**config.mk**
```make
export PLATFORM = sky130hd
export DESIGN_NAME = dual_motor_velocity_ramp_core
export DESIGN_NICKNAME = d
export VERILOG_FILES = /design/src/rtl/dmvr_pkg.sv /design/src/rtl/dual_motor_velocity_ramp_core.sv /design/src/rtl/dmvr_step.sv /design/src/rtl/dmvr_ramp.sv
export SDC_FILE = /design/constraint.sdc
export NUM_CORES = 1
export LEC_CHECK = 0
export BUFFER_PORTS_ARGS = -buffer_cell sky130_fd_sc_hd__buf_2
export CORE_MARGIN = 3
export CORE_UTILIZATION = 37
export CTS_CLUSTER_SIZE = 20
export DETAILED_ROUTE_END_ITERATION = 10
export PLACE_DENSITY = 0.55
export RECOVER_POWER = 50
export SYNTH_ARGS = -nofsm -noshare
export SYNTH_HDL_FRONTEND = slang
export SYNTH_SLANG_ARGS = --single-unit
export TNS_END_PERCENT = 50
```
**constraint.sdc**
```tcl
create_clock -name clk -period 10.54 [get_ports clk]
set_clock_uncertainty 0.05 [all_clocks]
set_input_delay 0.527 -clock clk [delete_from_list [all_inputs] [get_ports clk]]
set_output_delay 0.527 -clock clk [all_outputs]
set_load 0.005 [all_outputs]
```
**src/rtl/dmvr_pkg.sv**
```systemverilog
// dmvr_pkg: shared types, constants and helper functions for the dual motor velocity ramp
// no dependencies; imported by every module of the block

package dmvr_pkg;

  localparam int unsigned RAMP_TICKS_DEF = 200;
  localparam int unsigned CNT_W          = 8;
  localparam int unsigned VAL_W          = 16;
  localparam int unsigned DUTY_W         = 15;

  localparam logic signed [VAL_W-1:0] DUTY_MAX = 16'sd32767;
  localparam logic signed [VAL_W-1:0] DUTY_MIN = -16'sd32767;

  typedef enum logic {
    OP_CMD  = 1'b0,
    OP_TICK = 1'b1
  } opcode_t;

  typedef struct packed {
    opcode_t                  opcode;
    logic signed [VAL_W-1:0]  target_left;
    logic signed [VAL_W-1:0]  target_right;
  } in_word_t;

  typedef struct packed {
    logic [DUTY_W-1:0] left_forward;
    logic [DUTY_W-1:0] left_backward;
    logic [DUTY_W-1:0] right_forward;
    logic [DUTY_W-1:0] right_backward;
    logic              ramping;
  } out_word_t;

  // result handed from the ramp datapath to the output register
  typedef struct packed {
    logic      valid;
    out_word_t word;
  } ramp_res_t;

  typedef struct packed {
    logic [DUTY_W-1:0] fwd;
    logic [DUTY_W-1:0] back;
  } duty_pair_t;

  // only the most negative code falls outside the duty range
  function automatic logic signed [VAL_W-1:0] clip16(input logic signed [VAL_W-1:0] v);
    clip16 = (v == {1'b1, {(VAL_W-1){1'b0}}}) ? DUTY_MIN : v;
  endfunction

  function automatic logic signed [VAL_W-1:0] sat17(input logic signed [VAL_W:0] v);
    if (v > $signed({DUTY_MAX[VAL_W-1], DUTY_MAX})) begin
      sat17 = DUTY_MAX;
    end else if (v < $signed({DUTY_MIN[VAL_W-1], DUTY_MIN})) begin
      sat17 = DUTY_MIN;
    end else begin
      sat17 = v[VAL_W-1:0];
    end
  endfunction

  // value is already within +-32767
  function automatic duty_pair_t split(input logic signed [VAL_W-1:0] v);
    logic signed [VAL_W-1:0] neg;
    neg = -v;
    if (v[VAL_W-1]) begin
      split.fwd  = '0;
      split.back = neg[DUTY_W-1:0];
    end else begin
      split.fwd  = v[DUTY_W-1:0];
      split.back = '0;
    end
  endfunction

endpackage

```
**src/rtl/dual_motor_velocity_ramp_core.sv**
```systemverilog
// Dual motor soft-start ramp. Each input word is either a velocity command (opcode 0, signed
// Q1.15 left/right targets) or a timer tick (opcode 1). Commands give no output word; a tick
// gives one word with forward/backward duties for both motors, except the first tick after a
// new nonzero command, which loads the ramp counter with RAMP_TICKS and gives nothing. A word
// is taken into an input register and handled from there by one pass of logic that updates
// the ramp state and fills the output register, so one word is accepted per cycle; a tick
// waits in the input register only while a finished output word is held by out_stall.
// depends on dmvr_pkg, dmvr_ramp, dmvr_step

module dual_motor_velocity_ramp_core import dmvr_pkg::*; #(
  parameter int unsigned RAMP_TICKS = RAMP_TICKS_DEF
) (
  input  logic      clk,
  input  logic      rst_n,
  input  logic      in_valid,
  output logic      in_stall,
  input  in_word_t  in_word,
  output logic      out_valid,
  input  logic      out_stall,
  output out_word_t out_word
);

  logic      in_vld_r, in_vld_nxt;
  in_word_t  in_r;
  logic      out_vld_r, out_vld_nxt;
  out_word_t out_r;
  logic      out_free, fire;
  ramp_res_t res;

  // a command never produces a word, so it need not wait for the output
  assign out_free = !out_vld_r || !out_stall;
  assign fire     = in_vld_r && (out_free || in_r.opcode == OP_CMD);
  assign in_stall = in_vld_r && !fire;

  dmvr_ramp #(.RAMP_TICKS(RAMP_TICKS)) u_ramp (
    .clk   (clk),
    .rst_n (rst_n),
    .fire  (fire),
    .item  (in_r),
    .res   (res)
  );

  always_comb begin
    in_vld_nxt = in_stall ? in_vld_r : in_valid;
    if (res.valid) begin
      out_vld_nxt = 1'b1;
    end else if (!out_stall) begin
      out_vld_nxt = 1'b0;
    end else begin
      out_vld_nxt = out_vld_r;
    end
  end

  always_ff @(posedge clk) begin
    if (!rst_n) begin
      in_vld_r  <= 1'b0;
      out_vld_r <= 1'b0;
    end else begin
      in_vld_r  <= in_vld_nxt;
      out_vld_r <= out_vld_nxt;
    end
  end

  always_ff @(posedge clk) begin
    if (!in_stall) begin
      in_r <= in_word;
    end
    if (res.valid) begin
      out_r <= res.word;
    end
  end

  assign out_valid = out_vld_r;
  assign out_word  = out_r;

`ifndef SYNTHESIS
  a_no_overwrite: assert property (@(posedge clk) disable iff (!rst_n)
    res.valid |-> !(out_vld_r && out_stall))
    else $error("output word overwritten while held");

  a_stall_needs_word: assert property (@(posedge clk) disable iff (!rst_n)
    in_stall |-> in_vld_r)
    else $error("input stalled with empty input register");

  a_left_one_side: assert property (@(posedge clk) disable iff (!rst_n)
    out_valid |-> (out_word.left_forward == '0 || out_word.left_backward == '0))
    else $error("left motor driven both ways");

  a_right_one_side: assert property (@(posedge clk) disable iff (!rst_n)
    out_valid |-> (out_word.right_forward == '0 || out_word.right_backward == '0))
    else $error("right motor driven both ways");
`endif

endmodule

```
**src/rtl/dmvr_step.sv**
```systemverilog
// dmvr_step: per-tick step (goal - current) / RAMP_TICKS, truncated toward zero, saturated
// depends on dmvr_pkg; divide by constant done as a reciprocal multiply

module dmvr_step import dmvr_pkg::*; #(
  parameter int unsigned RAMP_TICKS = RAMP_TICKS_DEF
) (
  input  logic signed [VAL_W-1:0] goal,
  input  logic signed [VAL_W-1:0] cur,
  output logic signed [VAL_W-1:0] step
);

  localparam int unsigned MAG_W   = VAL_W + 1;
  localparam int unsigned SHIFT   = MAG_W + CNT_W;
  localparam int unsigned RECIP_W = SHIFT + 1;
  localparam int unsigned PROD_W  = MAG_W + RECIP_W;
  // ceil(2^SHIFT / N) is exact for every magnitude below 2^MAG_W
  localparam logic [RECIP_W-1:0] RECIP =
    RECIP_W'(((64'd1 << SHIFT) + 64'(RAMP_TICKS) - 64'd1) / 64'(RAMP_TICKS));

  logic signed [MAG_W-1:0] diff;
  logic        [MAG_W-1:0] mag;
  logic       [PROD_W-1:0] prod;
  logic        [MAG_W-1:0] quo;
  logic signed [VAL_W-1:0] quo_sat;

  always_comb begin
    diff = {goal[VAL_W-1], goal} - {cur[VAL_W-1], cur};
    mag  = diff[MAG_W-1] ? MAG_W'(-diff) : MAG_W'(diff);
    prod = PROD_W'(mag) * PROD_W'(RECIP);
    quo  = prod[SHIFT +: MAG_W];
    if (quo > MAG_W'(DUTY_MAX)) begin
      quo_sat = DUTY_MAX;
    end else begin
      quo_sat = quo[VAL_W-1:0];
    end
    step = diff[MAG_W-1] ? -quo_sat : quo_sat;
  end

endmodule

```
**src/rtl/dmvr_ramp.sv**
```systemverilog
// dmvr_ramp: ramp state registers and the single-pass command / tick datapath
// depends on dmvr_pkg and dmvr_step

module dmvr_ramp import dmvr_pkg::*; #(
  parameter int unsigned RAMP_TICKS = RAMP_TICKS_DEF
) (
  input  logic      clk,
  input  logic      rst_n,
  input  logic      fire,
  input  in_word_t  item,
  output ramp_res_t res
);

  logic signed [VAL_W-1:0] last_l_r, last_l_nxt, last_r_r, last_r_nxt;
  logic signed [VAL_W-1:0] goal_l_r, goal_l_nxt, goal_r_r, goal_r_nxt;
  logic signed [VAL_W-1:0] cur_l_r, cur_l_nxt, cur_r_r, cur_r_nxt;
  logic signed [VAL_W-1:0] inc_l_r, inc_l_nxt, inc_r_r, inc_r_nxt;
  logic        [CNT_W-1:0] ticks_r, ticks_nxt;
  logic                    armed_r, armed_nxt;

  logic signed [VAL_W-1:0] tl, tr, step_l, step_r, rep_l, rep_r;
  logic                    rep_ramping;
  duty_pair_t              dl, dr;

  assign tl = clip16(item.target_left);
  assign tr = clip16(item.target_right);

  dmvr_step #(.RAMP_TICKS(RAMP_TICKS)) u_step_l (.goal(tl), .cur(cur_l_r), .step(step_l));
  dmvr_step #(.RAMP_TICKS(RAMP_TICKS)) u_step_r (.goal(tr), .cur(cur_r_r), .step(step_r));

  always_comb begin
    last_l_nxt  = last_l_r;
    last_r_nxt  = last_r_r;
    goal_l_nxt  = goal_l_r;
    goal_r_nxt  = goal_r_r;
    cur_l_nxt   = cur_l_r;
    cur_r_nxt   = cur_r_r;
    inc_l_nxt   = inc_l_r;
    inc_r_nxt   = inc_r_r;
    ticks_nxt   = ticks_r;
    armed_nxt   = armed_r;
    res.valid   = 1'b0;
    rep_l       = goal_l_r;
    rep_r       = goal_r_r;
    rep_ramping = 1'b0;

    if (fire) begin
      if (item.opcode == OP_CMD) begin
        if (!(tl == last_l_r && tr == last_r_r)) begin
          last_l_nxt = tl;
          last_r_nxt = tr;
          if (tl == '0 && tr == '0) begin
            // stop at once
            goal_l_nxt = '0;
            goal_r_nxt = '0;
            cur_l_nxt  = '0;
            cur_r_nxt  = '0;
            armed_nxt  = 1'b0;
            ticks_nxt  = '0;
          end else begin
            goal_l_nxt = tl;
            goal_r_nxt = tr;
            inc_l_nxt  = step_l;
            inc_r_nxt  = step_r;
            armed_nxt  = 1'b1;
          end
        end
      end else begin
        res.valid = 1'b1;
        if (armed_r) begin
          // counter load tick gives no word
          ticks_nxt = CNT_W'(RAMP_TICKS);
          armed_nxt = 1'b0;
          res.valid = 1'b0;
        end else if (ticks_r != '0) begin
          ticks_nxt = ticks_r - 1'b1;
          cur_l_nxt = sat17({cur_l_r[VAL_W-1], cur_l_r} + {inc_l_r[VAL_W-1], inc_l_r});
          cur_r_nxt = sat17({cur_r_r[VAL_W-1], cur_r_r} + {inc_r_r[VAL_W-1], inc_r_r});
          if (ticks_r != CNT_W'(1)) begin
            rep_l       = cur_l_nxt;
            rep_r       = cur_r_nxt;
            rep_ramping = 1'b1;
          end
        end
      end
    end

    dl = split(rep_l);
    dr = split(rep_r);
    res.word.left_forward   = dl.fwd;
    res.word.left_backward  = dl.back;
    res.word.right_forward  = dr.fwd;
    res.word.right_backward = dr.back;
    res.word.ramping        = rep_ramping;
  end

  always_ff @(posedge clk) begin
    if (!rst_n) begin
      last_l_r <= '0;
      last_r_r <= '0;
      goal_l_r <= '0;
      goal_r_r <= '0;
      cur_l_r  <= '0;
      cur_r_r  <= '0;
      inc_l_r  <= '0;
      inc_r_r  <= '0;
      ticks_r  <= '0;
      armed_r  <= 1'b0;
    end else begin
      last_l_r <= last_l_nxt;
      last_r_r <= last_r_nxt;
      goal_l_r <= goal_l_nxt;
      goal_r_r <= goal_r_nxt;
      cur_l_r  <= cur_l_nxt;
      cur_r_r  <= cur_r_nxt;
      inc_l_r  <= inc_l_nxt;
      inc_r_r  <= inc_r_nxt;
      ticks_r  <= ticks_nxt;
      armed_r  <= armed_nxt;
    end
  end

endmodule

```
==> reports/qor.yml <==
synthesis:
  synth-async-reset-ratio_pct: 0
  synth_area_leaders: "ha_1 (16%), fa_1 (16%), edfxtp_1 (10%)"
  synth_top_area_share_pct: 16.3
  ys.warnings.count: 0
  synth-main-ff-cell: "dfxtp_1"
  synth_area_leader_cell: "ha_1"
  ys_ff_latch: 233
  yosysMostFrequentCell: "inv_1"
  ys_seq_area_share_pct: 20.8
  synth_edf_count: 94
  synth.distinct_cells: 96
  netlist_top_cells_count: "inv_1 (474), ha_1 (352), nor2_1 (251)"
  synth_area_mm2: 0.0270
  avgSynthCellArea_um2: 8.86
  netlist_instances: 3041
clocking:
  ctsHtreeMaxLevel: 1
  cts_tree: "yes"
  clk_pin_slew_ns: 0.07
  max-clock-path-buffers: 3
  clk_latency_ns: 0.55
  clock-sinks: 233
  cts_root_buffer: "clkbuf_16"
  cts_inserted_buffers: 24
finish:
  drive_gt1_share_pct: 9.87
  final_util_pct: 42.3
  area_delta_synth_final_pct: 12.7
  nets: 3798
route:
  vias_per_cell: 5.27
  ant_nets: 0
  vias: 22000
  drt-pass1-iter-count: 5
  postRouteWirelength_mm: 77.6
  route.detailed.drc: 0
  initialDrtViolationCount: 1422
  wl_per_cell_um: 18.6
worst_setup_path:
  critPathLaunchType: "flop"
  critPathMaxFanout: 5
  rr_worst_depth: 39
  path_class: "flop to flop"
  critical-path-slowest-cell: "fa_2"
  r2r-end: "u_ramp.inc_l_r[8]"
  critPathTopFamily: "adder cells"
  max_stage_delay_ns: 0.58
  crit_top_cell: "fa_1"
  path_buf_inv: 4
  worst_ep_arrival_time_ns: 10.40
  end_kind: "flop"
  cp.required_ns: 10.87
  rrSetupSlack_ns: 0.46
  r2r_start: "in_r[18]"
worst_hold_path:
  min_from: "in_word[14]"
  hp-class: "input pin to flop"
  min_path_cells: 1
  min_to: "in_r[14]"
placement:
  io_buffers: 99
  dpl.hpwl_mm: 64.3
  gp_congestion: 0.901
run:
  drv_cap: 2
timing:
  slew_violations: 97
  hold_slack_ns: 0.104
  max_slew_margin_pct: -124
  fmax_ghz: 0.0992
  tightest_slew_ns: 3.35
  setup_violations: 0
  final_hold_viol_count: 0
  finalCritPeriodShare_pct: 95.6
  period_minus_slack_ns: 10.08
global_routing:
  grt_max_degree: 67
  grt_overflow_total: 0
  grt_pass1_vias: 21600
  grt.total_usage_pct: 20.2
  antenna_found_initial: 3
  grt_pass1_wl_mm: 121
floorplan:
  io_pins: 100
  die_x_um: 276
  placementRows: 98
  start_util_pct: 37.5
  core_area_mm2: 0.0719
  die_h_um: 276
  die_area_mm2: 0.0761
outcome:
  outcome: "finished with violations"
  failed_checks: "capacitance limit, slew limit"
==> how the worst max path moves through the flow <==
stage	start	end	slack, ns	depth (start not counted)
finish	in_r[18]	u_ramp.inc_l_r[8]	0.46	39
global route	in_r[18]	u_ramp.inc_l_r[6]	-0.06	42
CTS	in_r[9]	u_ramp.inc_r_r[15]	0.002	36
detailed placement	in_r[19]	u_ramp.inc_l_r[10]	-0.06	39
global placement	in_r[13]	u_ramp.inc_r_r[15]	0.17	35
floorplan	in_r[11]	u_ramp.inc_r_r[11]	0.32	38
==> layout make-up <==
cell class / instances / area, um2
fill: 7296 / 41500
multi-input combinational: 2223 / 19500
sequential: 233 / 5610
inverter: 476 / 1790
timing repair buffer: 237 / 1430
tap: 950 / 1190
clock buffer: 28 / 637
clock inverter: 16 / 221
antenna: 3 / 7.51
==> stage by stage <==
step,setup WS (ns),TNS [ns],cells,area [um2]
finish,0.463,0,4166,30400
global route,-0.0636,-0.262,4165,30400
CTS,0.00233,0,4143,30000
global placement,0.173,0,4099,29100
detailed placement,-0.0631,-0.265,4099,29100
floorplan,0.321,0,3045,27000
==> cells by family after synthesis <==
family	Yosys count	share of synthesized area, %
compound gates	628	15.5
xor+xnor	161	5.32
fa+ha+maj	578	32.7
buf+inv	589	8.30
flops	233	20.8
mux	88	3.38
other cells	2	0.0279
simple gates	762	13.9
==> registers in the layout (all words and copies together), names as in the netlist <==
signal / cells
out_word: 61
in_r: 33
u_ramp.cur_l_r: 16
u_ramp.cur_r_r: 16
u_ramp.goal_l_r: 16
u_ramp.goal_r_r: 16
u_ramp.inc_l_r: 16
u_ramp.inc_r_r: 16
u_ramp.last_l_r: 16
u_ramp.last_r_r: 16
u_ramp.ticks_r: 8
in_vld_r: 1
out_valid: 1
u_ramp.armed_r: 1
==> cell usage in the layout, fill, tap and decap left out, drive strengths merged, types with 91 or more instances in the layout <==
cell type  instances
ha               352
fa               214
dfxtp            139
buf              161
xnor2             91
edfxtp            94
clkbuf           104
a21oi            175
o21ai            122
nand2            167
inv              475
nor2             251
==> layer usage <==
layer	global-route usage, %	vias up	wire length (um)
li1	-	10800	-
met1	28.4	10600	36300
met2	32.8	471	35400
met3	3.77	88	4440
met4	3.84	0	1490
met5	0	-	0
==> what timing repair did <==
item	CTS	global route
endpoints found under the setup margin	8	30
cloned	0	0
hold buffers	0	0
buffers inserted	0	20
pin swaps	0	34
resized for setup	4	65
Power is not shown: default switching activity piles up to over one toggle a cycle in this logic, so the estimate is an artifact.
